$ cat config.mk
export PLATFORM = sky130hd
export DESIGN_NAME = gamepad_button_edge_translator_flat
export DESIGN_NICKNAME = d
export VERILOG_FILES = /design/src/hw/rtl/gbet_pkg.sv /design/src/hw/rtl/gbet_if.sv /design/src/hw/rtl/gbet_frame_reg.sv /design/src/hw/rtl/gbet_xlate.sv /design/src/hw/rtl/gbet_result_reg.sv /design/src/hw/rtl/gamepad_button_edge_translator.sv /design/src/flat_wrapper.sv
export SDC_FILE = /design/constraint.sdc
export NUM_CORES = 1
export LEC_CHECK = 0
export BUFFER_PORTS_ARGS = -buffer_cell sky130_fd_sc_hd__buf_2
export CAP_MARGIN = 20
export CORE_MARGIN = 2
export CORE_UTILIZATION = 51
export CTS_BUF_LIST = sky130_fd_sc_hd__clkbuf_4
export CTS_CLUSTER_DIAMETER = 30
export CTS_CLUSTER_SIZE = 40
export DETAILED_ROUTE_END_ITERATION = 10
export HOLD_SLACK_MARGIN = 0.12
export MAX_ROUTING_LAYER = met4
export PLACE_DENSITY = 0.84
export SLEW_MARGIN = 10
export SYNTH_ARGS = -nofsm -noshare
export SYNTH_HDL_FRONTEND = slang
export SYNTH_SLANG_ARGS = --single-unit
$ cat constraint.sdc
create_clock -name clk -period 2.7 [get_ports clk]
set_input_delay 0.675 -clock clk [delete_from_list [all_inputs] [get_ports clk]]
set_output_delay 0.675 -clock clk [all_outputs]
set_load 0.02 [all_outputs]
$ cat src/hw/rtl/gbet_pkg.sv
// Shared types, constants and the button permutation for the gamepad edge translator.
// No dependencies; every other file imports this package.
package gbet_pkg;

    localparam int unsigned WORD_W = 16;
    localparam int unsigned BYTE_W = 8;
    localparam int unsigned CNT_W  = 3;

    localparam logic [BYTE_W-1:0] FMT_ANALOG_A  = 8'h73;
    localparam logic [BYTE_W-1:0] FMT_ANALOG_B  = 8'h53;
    localparam logic [CNT_W-1:0]  MISSING_LIMIT = 3'd6;
    localparam logic [BYTE_W-1:0] STICK_CENTER  = 8'h80;
    localparam logic [WORD_W-1:0] KEEP_MASK     = 16'h61F9;

    localparam logic [BYTE_W-1:0] DEADZONE_LOW_RST  = 8'd74;
    localparam logic [BYTE_W-1:0] DEADZONE_HIGH_RST = 8'd183;

    // Configuration register indexes
    typedef enum logic [0:0] {
        REG_DEADZONE_LOW  = 1'b0,
        REG_DEADZONE_HIGH = 1'b1
    } reg_idx_t;

    // Raw bit position read for each map entry, and the logical bit it drives
    localparam logic [3:0] PAD_IDX [WORD_W] = '{
        4'd4,  4'd6,  4'd7,  4'd5,  4'd12, 4'd14, 4'd15, 4'd13,
        4'd10, 4'd8,  4'd11, 4'd9,  4'd1,  4'd2,  4'd3,  4'd0
    };
    localparam logic [3:0] LOGIC_IDX [WORD_W] = '{
        4'd0,  4'd1,  4'd2,  4'd3,  4'd4,  4'd7,  4'd5,  4'd6,
        4'd8,  4'd10, 4'd9,  4'd11, 4'd12, 4'd13, 4'd14, 4'd15
    };

    typedef struct packed {
        logic              link_valid;
        logic [WORD_W-1:0] raw_buttons;
        logic [BYTE_W-1:0] frame_format;
        logic [BYTE_W-1:0] stick_raw_x;
        logic [BYTE_W-1:0] stick_raw_y;
    } frame_t;

    typedef struct packed {
        logic [WORD_W-1:0]        held_mask;
        logic [WORD_W-1:0]        pressed_mask;
        logic [WORD_W-1:0]        released_mask;
        logic signed [BYTE_W-1:0] stick_x;
        logic signed [BYTE_W-1:0] stick_y;
        logic                     controller_missing;
    } result_t;

    typedef struct packed {
        logic [BYTE_W-1:0] deadzone_low;
        logic [BYTE_W-1:0] deadzone_high;
    } cfg_t;

    // Reorder the active-low word that follows a frame in the second analogue format
    function automatic logic [WORD_W-1:0] permute_word(input logic [WORD_W-1:0] w);
        logic [WORD_W-1:0] a;
        logic [WORD_W-1:0] r;
        a = ~w;
        r = ((a & 16'h0800) << 1) | ((a & 16'h0400) << 5) |
            ((a & 16'h0200) << 1) | ((a & 16'h8000) >> 6) |
            ((a & 16'h1000) >> 1) | (a & KEEP_MASK);
        return ~r;
    endfunction

endpackage

$ cat src/hw/rtl/gbet_if.sv
// Valid/ready channel interfaces for controller frames and translated results.
// Depends on gbet_pkg for the payload types.
interface gbet_frame_if
    import gbet_pkg::*;
();
    logic   valid;
    logic   ready;
    frame_t data;

    modport source (output valid, output data, input ready);
    modport sink   (input valid, input data, output ready);
endinterface

interface gbet_result_if
    import gbet_pkg::*;
();
    logic    valid;
    logic    ready;
    result_t data;

    modport source (output valid, output data, input ready);
    modport sink   (input valid, input data, output ready);
endinterface

$ cat src/hw/rtl/gbet_frame_reg.sv
// Input register for controller frames; releases a slot whenever the held beat advances.
// Depends on gbet_pkg and gbet_frame_if.
module gbet_frame_reg
    import gbet_pkg::*;
(
    input  logic          clk,
    input  logic          rst_n,
    gbet_frame_if.sink    frame,
    input  logic          advance,
    output logic          item_valid,
    output frame_t        item
);

    logic   valid_reg;
    logic   valid_next;
    frame_t item_reg;
    logic   take;

    // Accept a new beat when empty or when the held one moves on
    assign frame.ready = !valid_reg || advance;
    assign take        = frame.valid && frame.ready;
    assign valid_next  = take || (valid_reg && !advance);

    always_ff @(posedge clk or negedge rst_n)
    begin
        if (!rst_n)
        begin
            valid_reg <= 1'b0;
        end
        else
        begin
            valid_reg <= valid_next;
        end
    end

    // Capture the payload; no reset needed
    always_ff @(posedge clk)
    begin
        if (take)
        begin
            item_reg <= frame.data;
        end
    end

    assign item_valid = valid_reg;
    assign item       = item_reg;

endmodule

$ cat src/hw/rtl/gbet_xlate.sv
// Frame translation: button permutation and map, edge masks, stick centering, missing count.
// Holds the per-frame history; depends on gbet_pkg.
module gbet_xlate
    import gbet_pkg::*;
(
    input  logic    clk,
    input  logic    rst_n,
    input  logic    advance,
    input  frame_t  item,
    input  cfg_t    cfg,
    output result_t res
);

    logic [WORD_W-1:0] previous_word_reg;
    logic [WORD_W-1:0] previous_word_next;
    logic [BYTE_W-1:0] previous_format_reg;
    logic [BYTE_W-1:0] previous_format_next;
    logic [CNT_W-1:0]  missing_count_reg;
    logic [CNT_W-1:0]  missing_count_next;

    logic [WORD_W-1:0] word;
    logic [WORD_W-1:0] held;
    logic [WORD_W-1:0] pressed;
    logic [WORD_W-1:0] released;
    logic              analog;
    logic              x_inside;
    logic              y_inside;
    logic              show_stick;

    // Permute when the last valid frame used the second analogue format
    assign word = (previous_format_reg == FMT_ANALOG_B) ? permute_word(item.raw_buttons)
                                                        : item.raw_buttons;

    // Map raw bits to logical bits and compare against the stored word
    always_comb
    begin
        held     = '0;
        pressed  = '0;
        released = '0;
        for (int i = 0; i < WORD_W; i++)
        begin
            held[LOGIC_IDX[i]]     = !word[PAD_IDX[i]];
            pressed[LOGIC_IDX[i]]  = !word[PAD_IDX[i]] && previous_word_reg[PAD_IDX[i]];
            released[LOGIC_IDX[i]] = word[PAD_IDX[i]] && !previous_word_reg[PAD_IDX[i]];
        end
    end

    // Square deadzone test on both axes
    assign analog   = (item.frame_format == FMT_ANALOG_A) || (item.frame_format == FMT_ANALOG_B);
    assign x_inside = (item.stick_raw_x >= cfg.deadzone_low) &&
                      (item.stick_raw_x < cfg.deadzone_high);
    assign y_inside = (item.stick_raw_y >= cfg.deadzone_low) &&
                      (item.stick_raw_y < cfg.deadzone_high);
    assign show_stick = item.link_valid && analog && !(x_inside && y_inside);

    // Next history: keep on invalid frames, saturate the missing count
    always_comb
    begin
        previous_word_next   = previous_word_reg;
        previous_format_next = previous_format_reg;
        missing_count_next   = missing_count_reg;
        if (item.link_valid)
        begin
            previous_word_next   = word;
            previous_format_next = item.frame_format;
            missing_count_next   = '0;
        end
        else if (missing_count_reg < MISSING_LIMIT)
        begin
            missing_count_next = missing_count_reg + CNT_W'(1);
        end
    end

    always_ff @(posedge clk or negedge rst_n)
    begin
        if (!rst_n)
        begin
            previous_word_reg   <= '0;
            previous_format_reg <= '0;
            missing_count_reg   <= '0;
        end
        else if (advance)
        begin
            previous_word_reg   <= previous_word_next;
            previous_format_reg <= previous_format_next;
            missing_count_reg   <= missing_count_next;
        end
    end

    // Drive the result; zero everything but the flag on invalid frames
    always_comb
    begin
        res.held_mask          = item.link_valid ? held     : '0;
        res.pressed_mask       = item.link_valid ? pressed  : '0;
        res.released_mask      = item.link_valid ? released : '0;
        res.stick_x            = show_stick ? signed'(item.stick_raw_x ^ STICK_CENTER) : '0;
        res.stick_y            = show_stick ? signed'(item.stick_raw_y ^ STICK_CENTER) : '0;
        res.controller_missing = (missing_count_next >= MISSING_LIMIT);
    end

    a_count_bound: assert property (@(posedge clk) disable iff (!rst_n)
        missing_count_reg <= MISSING_LIMIT)
        else $error("missing count above its limit");

    a_valid_clears: assert property (@(posedge clk) disable iff (!rst_n)
        advance && item.link_valid |=> missing_count_reg == '0)
        else $error("valid frame did not clear missing count");

    a_invalid_keeps: assert property (@(posedge clk) disable iff (!rst_n)
        advance && !item.link_valid |=> $stable(previous_word_reg) && $stable(previous_format_reg))
        else $error("invalid frame changed history");

    a_edges_consistent: assert property (@(posedge clk) disable iff (!rst_n)
        advance |-> ((res.pressed_mask & ~res.held_mask) == '0) &&
                    ((res.released_mask & res.held_mask) == '0))
        else $error("edge masks disagree with held mask");

endmodule

$ cat src/hw/rtl/gbet_result_reg.sv
// Result register: holds one translated beat until the sink takes it.
// Depends on gbet_pkg and gbet_result_if.
module gbet_result_reg
    import gbet_pkg::*;
(
    input  logic           clk,
    input  logic           rst_n,
    input  logic           load,
    input  result_t        res,
    gbet_result_if.source  result,
    output logic           full
);

    logic    valid_reg;
    logic    valid_next;
    result_t data_reg;

    // Hold until taken, refill on load
    assign valid_next = load || (valid_reg && !result.ready);

    always_ff @(posedge clk or negedge rst_n)
    begin
        if (!rst_n)
        begin
            valid_reg <= 1'b0;
        end
        else
        begin
            valid_reg <= valid_next;
        end
    end

    always_ff @(posedge clk)
    begin
        if (load)
        begin
            data_reg <= res;
        end
    end

    assign result.valid = valid_reg;
    assign result.data  = data_reg;
    assign full         = valid_reg;

endmodule

$ cat src/hw/rtl/gamepad_button_edge_translator.sv
// Top level of the gamepad button edge translator: frame register, translation, result register.
// Depends on gbet_pkg, gbet_if, gbet_frame_reg, gbet_xlate and gbet_result_reg.
//
//   channel   dir  payload    beat
//   frame     in   frame_t    one controller frame
//   result    out  result_t   masks, centred stick, missing flag
//   cfg_*     in   8-bit data deadzone_low (0), deadzone_high (1)
//
// Each frame is registered, translated combinationally and written to the result register:
// result valid after frame and result registers; one frame per cycle unless result stalls.
// The result register frees the frame register, so one frame can wait there while a result waits.
// A stall on result backs up one stage at a time; frame.ready depends on result.ready.
// Reset clears history, the missing count and both stages; deadzone bounds return to defaults.
module gamepad_button_edge_translator
    import gbet_pkg::*;
(
    input  logic                clk,
    input  logic                rst_n,
    gbet_frame_if.sink          frame,
    gbet_result_if.source       result,
    input  logic                cfg_we,
    input  logic [0:0]          cfg_index,
    input  logic [BYTE_W-1:0]   cfg_wdata
);

    cfg_t    cfg_reg;
    logic    item_valid;
    frame_t  item;
    result_t res;
    logic    out_full;
    logic    advance;

    // Configuration registers
    always_ff @(posedge clk or negedge rst_n)
    begin
        if (!rst_n)
        begin
            cfg_reg.deadzone_low  <= DEADZONE_LOW_RST;
            cfg_reg.deadzone_high <= DEADZONE_HIGH_RST;
        end
        else if (cfg_we)
        begin
            unique case (reg_idx_t'(cfg_index))
                REG_DEADZONE_LOW:  cfg_reg.deadzone_low  <= cfg_wdata;
                REG_DEADZONE_HIGH: cfg_reg.deadzone_high <= cfg_wdata;
                default:           cfg_reg <= cfg_reg;
            endcase
        end
    end

    // Advance the held frame when the result slot is free or draining
    assign advance = item_valid && (!out_full || result.ready);

    gbet_frame_reg u_frame_reg (
        .clk        (clk),
        .rst_n      (rst_n),
        .frame      (frame),
        .advance    (advance),
        .item_valid (item_valid),
        .item       (item)
    );

    gbet_xlate u_xlate (
        .clk     (clk),
        .rst_n   (rst_n),
        .advance (advance),
        .item    (item),
        .cfg     (cfg_reg),
        .res     (res)
    );

    gbet_result_reg u_result_reg (
        .clk    (clk),
        .rst_n  (rst_n),
        .load   (advance),
        .res    (res),
        .result (result),
        .full   (out_full)
    );

endmodule
$ cat src/flat_wrapper.sv
// flat-port wrapper written by rule: the top's interface ports become plain ports
module gamepad_button_edge_translator_flat import gbet_pkg::*;
  (clk, rst_n, cfg_we, cfg_index, cfg_wdata, frame_valid, frame_data, frame_ready, result_valid, result_data, result_ready);
  gbet_frame_if frame_i ();
  gbet_result_if result_i ();
  input  logic clk;
  input  logic rst_n;
  input  logic cfg_we;
  input  logic [0:0] cfg_index;
  input  logic [BYTE_W-1:0] cfg_wdata;
  input wire logic [$bits(frame_i.valid)-1:0] frame_valid;
  input wire logic [$bits(frame_i.data)-1:0] frame_data;
  output wire logic [$bits(frame_i.ready)-1:0] frame_ready;
  output wire logic [$bits(result_i.valid)-1:0] result_valid;
  output wire logic [$bits(result_i.data)-1:0] result_data;
  input wire logic [$bits(result_i.ready)-1:0] result_ready;
  assign frame_i.valid = frame_valid;
  assign frame_i.data = frame_data;
  assign frame_ready = frame_i.ready;
  assign result_valid = result_i.valid;
  assign result_data = result_i.data;
  assign result_i.ready = result_ready;
  gamepad_button_edge_translator u_core (.clk(clk), .rst_n(rst_n), .frame(frame_i), .result(result_i), .cfg_we(cfg_we), .cfg_index(cfg_index), .cfg_wdata(cfg_wdata));
endmodule
==> results_dict.tcl, run 1 <==
set metrics [dict create \
    antenna_cells 0 \
    synth_flop_cell "edfxtp_1" \
    gp_congestion 0.8397 \
    synth-xor-area-share_pct 0.1420 \
    post_drt_wl_per_cell_microns 16.17 \
    drv_cap 0 \
    gr-total-overflow 0 \
    via_count 3798 \
    drt_iter0_drc 185 \
    path_max_fanout 16 \
    die_h_microns 114.0 \
    viasPerCell 5.304 \
    clockBufferDepth 2 \
    clock_tree.htree_level_count 4 \
    critPathCaptureType "flop" \
    syn_avg_cell_area_sq_um 14.69 \
    cts_root_buf "clkbuf_4" \
    p_int_mw 3.854 \
    synth_adder_area_share_pct 6.287 \
    p_per_area_mw_per_mm2 715.6 \
    io_buffers 121 \
    power.switching_mw 1.390 \
    route.detailed.drc 0 \
    reg2reg_depth 7 \
    post_cts_buffers 0 \
    finalHoldViolCount 0 \
    status "finished clean" \
    synth-seq-cells 151 \
    finalWorstSetupSlack_ns 0.2653 \
    dieArea_sq_mm 0.01299 \
    critPathCapture "u_core.u_result_reg.result.data[16]" \
    syn_nets 506 \
    r2r_end "u_core.u_result_reg.result.data[16]" \
    maxSlewViolCount 0 \
    finalNetCount 642 \
    nFillCells 923 \
    grt_pass1_vias 3798 \
    clock_skew_ns 0.02177 \
    syn2layout_area_growth_pct 18.78 \
    synth_edf_count 106 \
    fin_crit_ns 2.435 \
    post-route-util_pct 61.52 \
    p_sw_share_pct 26.51 \
    peakVddDrop_uv 395.2 \
    cts.sinks 151 \
    async_flop_share_pct 29.80 \
    largest_reg_flops 65 \
    max_freq_mhz 410.7 \
    yosysWarnings 0 \
    combPwrFrac_pct 15.3 \
    synth-compound-area-share_pct 7.220 \
    startpoint "u_core.cfg_reg[11]" \
    synth-simple-area-share_pct 8.781 \
    firstDrtPassIters 5 \
    hp-class "in -> reg" \
    synth.area.top_cells "edfxtp_1 52%, dfrtp_1 15%, ha_1 6.3%, mux2_2 4.7%, dfstp_2 3.8%" \
    synth_cell_types 45 \
    synth_largest_area_cell "edfxtp_1" \
    seq_power_share_pct 55.5 \
    clock_latency_ns 0.55 \
    core.rowCount 40 \
    power_frac_clock_pct 29.2 \
    start_util_pct 51.80 \
    ys_seq_area_share_pct 70.03 \
    synth.area.mux_share_pct 5.557 \
    finalSetupViolCount 0 \
    crit_type "reg -> reg" \
    synth_top_area_share_pct 51.59 \
    ioPinCount 122 \
    synth_top_family_by_area "simple AND/OR/NAND/NOR gates" \
    tightest_slew_ns 0.8548 \
    place_ws_ns 0.3702 \
    numCtsBuffers 17 \
    cp-start-kind "flop" \
    rsz0062_at_grt "no" \
    track_usage_pct 19.54 \
    grt_max_degree 69 \
    synthTopCellsByCount "106 x edfxtp_1, 43 x nand2_1, 36 x dfrtp_1" \
    path_clk_slew_ns 0.13 \
    netlist_area_sq_mm 0.006170 \
    holdWs_ns 0.2873 \
    leakagePower_nw 3.162 \
    drt-total-wl_mm 11.58 \
    grt_pass1_wl_mm 18.46 \
    post-synth-top-count-cell "edfxtp_1" \
    drive_above_1_share_pct 35.15 \
    antenna_found_initial 0 \
    cp.arrival_ns 2.77 \
    die_x_microns 114.0 \
    post-route-period-util_pct 90.17 \
    netlist_instances 420 \
    coreArea_sq_mm 0.01191 \
    r2r_slack_ns 0.27 \
    antenna_left 0 \
    slew_headroom_pct 42.80 \
    tns_ns 0 \
    worstReg2RegStart "u_core.cfg_reg[11]" \
    cts_tree "built" \
    crit_required_ns 3.04 \
    hpwlAfterDp_mm 8.292 \
]
-- worst min path at each step --
stage / startpoint / to / cells past startpoint
after detailed placement: u_core.u_frame_reg.item[21] / u_core.u_xlate.previous_format_reg[5] / 1
after global placement: u_core.u_xlate.previous_format_reg[4] / u_core.u_xlate.previous_format_reg[4] / 1
final: frame_data[14] / u_core.u_frame_reg.item[14] / 1
after CTS: frame_data[39] / u_core.u_frame_reg.item[39] / 1
after floorplan: rst_n / u_core.cfg_reg[10] / 0
after global routing: frame_data[39] / u_core.u_frame_reg.item[39] / 1
-- layout make-up --
cell class	count	area, sq um	share of cell area [%]
Timing Repair Buffer	128	685.7	9.356
Inverter	18	71.32	0.9732
Multi-Input combinational cell	240	1745	23.82
Clock inverter	13	178.9	2.442
Sequential cell	151	4320	58.96
Clock buffer	19	142.6	1.946
Tap cell	147	183.9	2.510
-- cell usage in the layout (no fill, tap or decap), types with 5 or more instances in the layout --
cell / count
nor3_1: 7
dfrtp_1: 36
and2_1: 16
nand2_1: 41
o21ai_0: 17
ha_1: 31
mux2_2: 26
a21o_1: 6
mux2i_1: 5
clkbuf_4: 19
nor2_1: 25
inv_1: 16
dfstp_2: 9
and3_1: 6
buf_2: 121
edfxtp_1: 106
a21oi_1: 18
-- metal layers --
metal	global-route usage [%]	vias up	share of wire, %	wire (microns)
met3	4.942	26	5.3	611
met4	9.187	0	2.9	339
met1	22.72	1813	41	4788
met5	-	-	0	0
li1	-	1821	-	-
met2	32.02	138	50	5837
-- stage by stage --
step / power [mW] / cells / area (sq um)
floorplan: 3.486 / 420 / 6203
global placement: 3.705 / 683 / 6997
detailed placement: 3.764 / 683 / 6997
CTS: 5.288 / 716 / 7328
global route: 5.484 / 716 / 7328
finish: 5.244 / 716 / 7328
-- power by group through the flow --
stage / Clock, mW / Combinational [mW] / Sequential [mW]
floorplan: 0 / 0.453 / 3.03
global placement: 0 / 0.763 / 2.94
detailed placement: 0 / 0.805 / 2.96
CTS: 1.57 / 0.811 / 2.91
global route: 1.66 / 0.887 / 2.94
finish: 1.53 / 0.803 / 2.91
-- worst max-delay path: stages (launching register included) --
cell and delay (ns):
dfstp_2 0.54, inv_1 0.06, ha_1 0.30, a211oi_1 0.25, o21ai_1 0.13, a221oi_2 0.37
a41oi_4 0.15, a2111oi_1 0.42
-- logic make-up (layout without fill, tap and decap cells) --
group / Yosys count / count (layout)
buffers and inverters: 29 / 178
AND/OR/NAND/NOR: 113 / 113
XOR/XNOR: 1 / 1
adder cells (fa/ha/maj): 31 / 31
flip-flops: 151 / 151
AO/OA/AOI/OAI: 64 / 64
multiplexers: 31 / 31
-- repair_timing --
item | CTS | global route
endpoints found under the setup margin | 0 | 0
hold buffers | 1 | 0
resized for setup | 0 | 0
endpoints found under the hold margin | 7 | 0
Note: power is estimated with default switching activity, not from simulation.
==> run 2, diff against run 1 <==
--- a/config.mk
+++ b/config.mk
@@ -13,7 +13,7 @@
 export CTS_CLUSTER_DIAMETER = 30
 export CTS_CLUSTER_SIZE = 40
 export DETAILED_ROUTE_END_ITERATION = 10
-export HOLD_SLACK_MARGIN = 0.12
+export GPL_TIMING_DRIVEN = 0
 export MAX_ROUTING_LAYER = met4
 export PLACE_DENSITY = 0.84
 export SLEW_MARGIN = 10
==> run 2 against run 1 <==
Net effect:
- hold slack improved by 0.014 ns
- highest routed layer unchanged
- register-to-register slack gained 0.03 ns
- largest cell class unchanged
- worst setup slack gained 0.031 ns
- sequential power about the same
- final cell count rose by 1.3%
- critical path depth up 1
==> results_dict.tcl, run 2 (same netlist as run 1, synthesis figures left out) <==
set metrics [dict create \
    status "finished clean" \
    die_h_microns 114.0 \
    maxSlewViolCount 0 \
    post_drt_wl_per_cell_microns 16.24 \
    clock_skew_ns 0.01746 \
    peakVddDrop_uv 329.9 \
    grt_pass1_vias 3778 \
    antenna_found_initial 0 \
    tightest_slew_ns 0.7827 \
    grt_pass1_wl_mm 18.57 \
    slew_headroom_pct 47.71 \
    drt_iter0_drc 257 \
    die_x_microns 114.0 \
    io_buffers 121 \
    finalWorstSetupSlack_ns 0.2967 \
    coreArea_sq_mm 0.01191 \
    finalSetupViolCount 0 \
    drive_above_1_share_pct 35.29 \
    place_ws_ns -0.03002 \
    max_freq_mhz 416.1 \
    antenna_cells 0 \
    placed_area_sq_mm 0.007042 \
    core.rowCount 40 \
    ioPinCount 122 \
    cp-start-kind "flop" \
    leakagePower_nw 3.183 \
    start_util_pct 51.80 \
    final_area_sq_mm 0.007377 \
    cts.sinks 151 \
    grt_max_degree 46 \
    p_per_area_mw_per_mm2 700.4 \
    wl_met2_mm 6.147 \
    numCtsBuffers 17 \
    dp.cells 690 \
    finalNetCount 651 \
    wl_met3_microns 608 \
    route.detailed.drc 0 \
    path_clk_slew_ns 0.12 \
    post-route-period-util_pct 89.01 \
    hpwlAfterDp_mm 8.748 \
    antenna_left 0 \
    syn2layout_area_growth_pct 19.57 \
    hp-class "in -> reg" \
    viasPerCell 5.280 \
    finalHoldViolCount 0 \
    clockBufferDepth 2 \
    cts_tree "built" \
    critPathCaptureType "flop" \
    clock_tree.htree_level_count 4 \
    dieArea_sq_mm 0.01299 \
    drt-met1-wl_mm 4.806 \
    gr-total-overflow 0 \
    path_max_fanout 4 \
    crit_type "reg -> reg" \
    cp.arrival_ns 2.66 \
    clock_latency_ns 0.54 \
    via_count 3828 \
    cts_root_buf "clkbuf_4" \
    finalPower_mw 5.167 \
    drv_cap 0 \
    drt-total-wl_mm 11.77 \
    r2r_slack_ns 0.30 \
    final_cell_mix "121 x buf_2, 106 x edfxtp_1, 41 x nand2_1" \
    track_usage_pct 19.64 \
    gp_congestion 0.7953 \
    largest_reg_flops 65 \
    rsz0062_at_grt "no" \
    firstDrtPassIters 5 \
    layout_commonest_cell "buf_2" \
    dr.max_layer_used "met4" \
    fin_crit_ns 2.403 \
    crit_required_ns 2.96 \
    fin_cells 725 \
]
## run 2: cell type report
| class | instances | area (sq um) |
|---|---|---|
| flip-flops and latches | 151 | 4320 |
| clock buffers | 19 | 142.6 |
| multi-input cells | 240 | 1745 |
| fillers | 925 | 4534 |
| well taps | 147 | 183.9 |
| clock inverters | 13 | 155.1 |
| plain buffers | 11 | 67.56 |
| repair buffers | 126 | 690.7 |
| inverters | 18 | 71.32 |
## run 2: power by group
group          leakage [nW]  switching [mW]  internal [mW]
Clock                 0.160           0.768          0.660
Sequential             1.57           0.133           2.78
Combinational          1.45           0.486          0.344
Total                  3.18            1.39           3.78
## run 2: metrics by stage
step | utilization [%] | hold WS, ns | setup TNS, ns
after global routing | 61.93 | 0.2292 | 0
after global placement | 58.71 | 0.4771 | -21.05
after CTS | 61.62 | 0.2503 | 0
after detailed placement | 59.12 | 0.4904 | -0.03002
after floorplan | - | 0.3794 | 0
final | 61.93 | 0.3015 | 0
## run 2: per-layer routing
metal / up-vias / track usage, %
li1: 1838 / -
met1: 1844 / 22.35
met2: 125 / 32.86
met3: 21 / 4.888
met4: 0 / 9.024
met5: - / -
## run 2: path summary, 6_finish.rpt
path | end | startpoint | cells past startpoint
max reg2reg | u_core.u_result_reg.result.data[8] | u_core.cfg_reg[2] | 8
min reg2reg | u_core.u_xlate.previous_word_reg[9] | u_core.u_xlate.previous_word_reg[9] | 2
max in group asynchronous | u_core.cfg_reg[7] | rst_n | 3
min in group asynchronous | u_core.cfg_reg[6] | rst_n | 2
min | u_core.u_frame_reg.item[38] | frame_data[38] | 1
max | u_core.u_result_reg.result.data[8] | u_core.cfg_reg[2] | 8
## run 2: worst max-delay path, stage by stage (launching register included)
cell and delay (ns):
dfstp_2 0.55, inv_1 0.06, ha_1 0.29, a211o_1 0.30, a31oi_1 0.21, o31ai_1 0.13
a221oi_2 0.31, buf_4 0.20, a2111oi_1 0.08
## run 2: what timing repair did
item	in CTS	in global routing
hold buffers	0	1
gates resized for setup	0	0
endpoints found under the setup margin	0	10
buffers inserted	0	1
hold endpoints to repair	0	5
